===== src/point_grid_bin_and_colour_core_macros.svh =====
// ----------------------------------------------------------------------------
// point grid bin and colour: assertion macros
// concurrent checks clocked on clk and held off while rst_n is low
// ----------------------------------------------------------------------------
`ifndef POINT_GRID_BIN_AND_COLOUR_CORE_MACROS_SVH
`define POINT_GRID_BIN_AND_COLOUR_CORE_MACROS_SVH

`ifndef NO_ASSERTIONS
// same-cycle implication
`define PGB_ASSERT_IMP(lbl, ante, cons) \
  lbl: assert property (@(posedge clk) disable iff (!rst_n) (ante) |-> (cons)) \
    else $error("pgb assertion failed");
// next-cycle implication
`define PGB_ASSERT_NXT(lbl, ante, cons) \
  lbl: assert property (@(posedge clk) disable iff (!rst_n) (ante) |=> (cons)) \
    else $error("pgb assertion failed");
`else
`define PGB_ASSERT_IMP(lbl, ante, cons)
`define PGB_ASSERT_NXT(lbl, ante, cons)
`endif

`endif


===== src/pgb_pkg.sv =====
// ----------------------------------------------------------------------------
// pgb_pkg
// shared constants, types and the class palette of the grid binning core
// ----------------------------------------------------------------------------
`default_nettype none

package pgb_pkg;

  localparam int MAX_GRID_DEF    = 32;
  localparam int PALETTE_ENTRIES = 16;
  localparam int PAL_TABLE_SIZE  = 16;
  localparam int POS_W           = 32;
  localparam int CELL_W          = 15;

  // register indexes on the config port
  localparam logic [2:0] REG_MIN_X   = 3'd0;
  localparam logic [2:0] REG_MIN_Y   = 3'd1;
  localparam logic [2:0] REG_MIN_Z   = 3'd2;
  localparam logic [2:0] REG_SCALE_X = 3'd3;
  localparam logic [2:0] REG_SCALE_Y = 3'd4;
  localparam logic [2:0] REG_SCALE_Z = 3'd5;
  localparam logic [2:0] REG_GRID    = 3'd6;
  localparam logic [2:0] REG_MODE    = 3'd7;

  // colour modes
  localparam logic [1:0] MODE_AUTO  = 2'd0;
  localparam logic [1:0] MODE_RGB   = 2'd1;
  localparam logic [1:0] MODE_GREY  = 2'd2;
  localparam logic [1:0] MODE_CLASS = 2'd3;

  typedef struct packed {
    logic [7:0] r;
    logic [7:0] g;
    logic [7:0] b;
  } rgb_t;

  // per-point data that rides alongside the axis units
  typedef struct packed {
    logic [31:0] index;
    rgb_t        colour;
  } meta_t;

  // one axis worth of operands
  typedef struct packed {
    logic signed [POS_W-1:0] pos;
    logic signed [POS_W-1:0] minv;
    logic        [POS_W-1:0] scale;
  } axis_op_t;

  localparam rgb_t WHITE = '{r: 8'd255, g: 8'd255, b: 8'd255};

  // palette fractions rounded to 8 bits
  function automatic rgb_t palette_rgb(input logic [3:0] cls);
    rgb_t c;
    case (cls)
      4'd0:    c = '{r: 8'd128, g: 8'd128, b: 8'd128};
      4'd1:    c = '{r: 8'd179, g: 8'd179, b: 8'd179};
      4'd2:    c = '{r: 8'd153, g: 8'd102, b: 8'd51};
      4'd3:    c = '{r: 8'd140, g: 8'd204, b: 8'd77};
      4'd4:    c = '{r: 8'd64,  g: 8'd166, b: 8'd26};
      4'd5:    c = '{r: 8'd0,   g: 8'd115, b: 8'd13};
      4'd6:    c = '{r: 8'd230, g: 8'd191, b: 8'd26};
      4'd7:    c = '{r: 8'd204, g: 8'd26,  b: 8'd26};
      4'd8:    c = '{r: 8'd77,  g: 8'd77,  b: 8'd230};
      4'd9:    c = '{r: 8'd0,   g: 8'd140, b: 8'd255};
      4'd10:   c = '{r: 8'd217, g: 8'd217, b: 8'd217};
      4'd11:   c = '{r: 8'd242, g: 8'd140, b: 8'd38};
      4'd12:   c = '{r: 8'd179, g: 8'd0,   b: 8'd179};
      4'd13:   c = '{r: 8'd255, g: 8'd51,  b: 8'd204};
      4'd14:   c = '{r: 8'd255, g: 8'd153, b: 8'd0};
      4'd15:   c = '{r: 8'd0,   g: 8'd230, b: 8'd230};
      default: c = WHITE;
    endcase
    return c;
  endfunction

endpackage

`default_nettype wire


===== src/pgb_axis.sv =====
// ----------------------------------------------------------------------------
// pgb_axis
// three-stage cell coordinate for one axis: subtract, multiply, clamp
// ----------------------------------------------------------------------------
`default_nettype none

module pgb_axis #(
  parameter int GW = 6
) (
  input  wire logic              clk,
  input  wire pgb_pkg::axis_op_t op,
  input  wire logic [GW-1:0]     gm1,
  output logic      [GW-1:0]     coord
);

  logic [32:0] diff;
  logic        pos_r;
  logic [31:0] mag_r;
  logic [63:0] prod;
  logic [31:0] hi_r;
  logic [GW-1:0] coord_r;

  // exact 33-bit difference
  assign diff = {op.pos[31], op.pos} - {op.minv[31], op.minv};

  always_ff @(posedge clk) begin
    pos_r <= !diff[32] && (diff != 33'd0);
    mag_r <= diff[31:0];
  end

  // integer part of the Q32.32 product
  assign prod = {32'd0, mag_r} * {32'd0, op.scale};

  always_ff @(posedge clk) begin
    hi_r <= pos_r ? prod[63:32] : 32'd0;
  end

  always_ff @(posedge clk) begin
    if (hi_r > 32'(gm1)) begin
      coord_r <= gm1;
    end else begin
      coord_r <= hi_r[GW-1:0];
    end
  end

  assign coord = coord_r;

endmodule

`default_nettype wire


===== config.mk =====
export PLATFORM = sky130hd
export DESIGN_NAME = pgb_axis
export DESIGN_NICKNAME = d
export VERILOG_FILES = /design/src/point_grid_bin_and_colour_core_macros.svh /design/src/pgb_pkg.sv /design/src/pgb_axis.sv
export SDC_FILE = /design/constraint.sdc
export NUM_CORES = 2
export LEC_CHECK = 0
export BUFFER_PORTS_ARGS = -buffer_cell sky130_fd_sc_hd__buf_2
export CAP_MARGIN = 20
export CORE_MARGIN = 2
export CORE_UTILIZATION = 45
export CTS_CLUSTER_DIAMETER = 80
export DETAILED_ROUTE_END_ITERATION = 16
export PLACE_DENSITY = 0.64
export SYNTH_ARGS = -nofsm -noshare
export SYNTH_HDL_FRONTEND = slang
export SYNTH_SLANG_ARGS = --single-unit

===== constraint.sdc =====
create_clock -name clk -period 14.8 [get_ports clk]
set_input_delay 2.22 -clock clk [delete_from_list [all_inputs] [get_ports clk]]
set_output_delay 2.22 -clock clk [all_outputs]
set_load 0.02 [all_outputs]

==> metrics.md <==
| Metric | Value |
|---|---|
| Max Root-Sink Buffers | 2 |
| Die ar. | between 0.08 and 0.09 mm^2 |
| Placed Instances | 5058 |
| Worst Hold Class | register to register |
| Grt total ovfl | 0 |
| Placer congestion estimate | a little over 0.9 |
| Layout Utilization | 0.470 |
| Routed WL | just over 100 mm |
| CP endpoint kind | register |
| Max-cap violations | 0 |
| TritonCTS Buffers | 9 |
| Clk sinks | 71 |
| ANT nets after route | 0 |
| Setup repair bufs after CTS | 0 |
| Hold depth | 1 |
| PostCTS Resize Cnt | 0 |
| Area growth syn-to-layout | 3.95% |
| Bufs and invs on worst path | 4 |
| Cell Rows | ~110 |
| Most used cell, CP | fa_1 |
| Slew Viols, Final | 0 |
| Non-Filler Instances | approximately 5100 |
| GRT Overall Usage | 0.248 |
| Worst setup path category | input port to register |
| CTS H-tree depth | 3 |
| FF+latch count, synth | just over 70 |
| CTS clk-pin slew, worst paths | around 0.070 ns |
| Count leader, synth | inv_1 |
| Number of nets in the layout | 5296 |
| Mapped Nets | around 5400 |
| Worst r2r dst | hi_r[27]$_SDFF_PN0_ |
| CP peak stage delay | between 0.7 and 0.8 ns |
| Synth area leader | fa_1 |
| Syn. warnings | 0 |
| Synth Cell Area | between 0.03 and 0.04 mm^2 |
| Post-Route Setup TNS | 0 ns |
| Setup slack at placement | about 4.4 ns |
| CP Data Required Time | 15.06 ns |
| Post-synth top cells | inv_1, fa_1, and2_1, nand2_1, ha_1 |
| Final period util | 0.692 |
| Initial DRC count | around 1600 |
| Hold wc startpoint | hi_r[2]$_SDFF_PN0_ |
| Levels on crit path | 22 |
| Tmin final | approximately 10 ns |
| Input/output buffers | 108 |
| Critical path fanouts, max | 32 |
| Fin. Hold Viols | 0 |
| Status | completed |
| Vert. Die Dim | 290 um |
| Clock root cell | clkbuf_16 |
| Reg2Reg Depth | 21 |
| Unrepaired setup endpoints after global routing | no |
| Post-Syn Instances | ~4100 |
| Pin count of the biggest net entering global routing | 39 |
| Post-synth EDFFs | 0 |
| FFs w/ async S/R, synth | 0 |
| Post-DP HPWL | around 75 mm |
| CP max-delay cell | buf_2 |
| Netlist cell types | about 70 |
| Flop2flop setup slack | 6.15 ns |
| First-pass GRT wire length | 163 mm |
| Die width | 290 um |
| Via density | roughly 5.3 |
| Sequential fraction of the synthesis area | 0.0385 |
| Layout cells sized above 1 | 0.0467 |
| 1st-pass router iterations | 6 |
| Max-slew headroom | 0.305 |
| Synth top area share | 0.486 |
| Least-Margin Pin Slew | about 1.0 ns |
| CP Capture Point | hi_r[27]$_SDFF_PN0_ |
| Mean post-synth cell area | approximately 9.0 um^2 |
| Setup skew after layout | 0.00966 ns |
| CTS tree | built |
| Clk_lat worst skew | approximately 0.37 ns |
| Starting density of the core | 0.452 |
| Beginning of the critical path | op[17] |
| Via count | between 20000 and 30000 |
| Arrival @ worst endpoint | between 10 and 15 ns |
| Worst setup margin | between 4 and 5 ns |
| Vias in the first global route | 29300 |
| Cell family with most CP delay | adder cells |
| Drt drc | 0 |
| Critical Path Start Type | input port |
| F_max | 97.6 MHz |
| Initial antenna violation count | 9 |
| Reg-to-Reg Start | mag_r[25]$_DFF_P_ |
| Ys flop type | dfxtp_1 |
| Final setup viols | 0 |
| I/O pin count | 109 |
| Core Footprint | about 0.082 mm^2 |
| Cell Chain, Critical Path | buf_2 > nand2_1 > fa_1 > fa_1 > inv_1 > fa_1 > fa_1 > fa_1 > fa_1 > fa_1 > inv_1 > fa_1 > inv_1 > ha_1 > nand4_1 > nand2b_1 > nor3_1 > o211ai_1 > a211oi_1 > a221oi_1 > xnor2_1 > and2_1 |
| DR WL/cell | approximately 20 um |
| Top cells by area, synth | fa_1, and2_1, ha_1, inv_1, nand2_1 |
| Hold_buf cts | 0 |
-- per-layer routing --
metal / part of all wire / vias up / GRT usage / wire length, um
li1: - / 11800 / - / -
met5: 0.00029 / - / 0 / 29
met3: 0.052 / 202 / 0.0301 / 5240
met2: 0.51 / 720 / 0.445 / 51600
met1: 0.39 / 14000 / 0.304 / 39400
met4: 0.043 / 4 / 0.0998 / 4290
-- stage by stage --
stage | cell area [um^2] | hold slack (ns)
final | 38400 | 0.511
after global routing | 38400 | 0.548
after CTS | 38400 | 0.522
after detailed placement | 38100 | 0.504
after global placement | 38100 | 0.494
after floorplan | 36900 | 0.454
-- how the worst min path moves through the flow --
stage                     slack, ns          endpoint
after CTS                      0.52  coord[2]$_DFF_P_
after floorplan                0.45  coord[0]$_DFF_P_
after global placement         0.49  coord[2]$_DFF_P_
final                          0.51  coord[2]$_DFF_P_
after global routing           0.55  coord[2]$_DFF_P_
after detailed placement       0.50  coord[2]$_DFF_P_
-- layout make-up --
cell class	count	area, um^2
fillers	7927	43200
multi-input cells	2850	31100
inverters	945	3550
flip-flops and latches	71	1450
well taps	1070	1340
repair buffers	122	646
clock buffers	9	225
clock inverters	7	55.1
diodes	2	5.00
-- flip-flops by register name, summed over array words and instances, names as in the netlist --
register	flops
hi_r	32
mag_r	32
pos_r	1
coord	6
-- kinds of logic (layout without fill, tap and decap cells) --
kind of cell,count (synthesis),in the layout,synth area share
other,0,2,0
multiplexers,11,11,0.00319
adder cells (fa/ha/maj),1194,1194,0.587
flip-flops,71,71,0.0385
buffers and inverters,1167,1083,0.119
AND/OR/NAND/NOR,1299,1299,0.187
XOR/XNOR,53,53,0.0126
AO/OA/AOI/OAI,293,293,0.0521
-- cells in the final DEF, fill, tap and decap left out, types with 24 or more instances in the layout --
| cell | netlist | routed |
|---|---|---|
| nand3_1 | 24 | 24 |
| nand2_1 | 440 | 440 |
| ha_1 | 298 | 298 |
| xnor2_1 | 34 | 34 |
| nand4_1 | 33 | 33 |
| nor2_1 | 50 | 50 |
| dfxtp_2 | 0 | 25 |
| buf_2 | 3 | 108 |
| dfxtp_1 | 71 | 46 |
| inv_1 | 945 | 945 |
| o21ai_0 | 47 | 47 |
| fa_1 | 896 | 896 |
| a21o_1 | 53 | 53 |
| and2_1 | 665 | 665 |
| a21oi_1 | 90 | 90 |
Power is not shown: default switching activity piles up to over one toggle a cycle in this logic, so the estimate is an artifact.
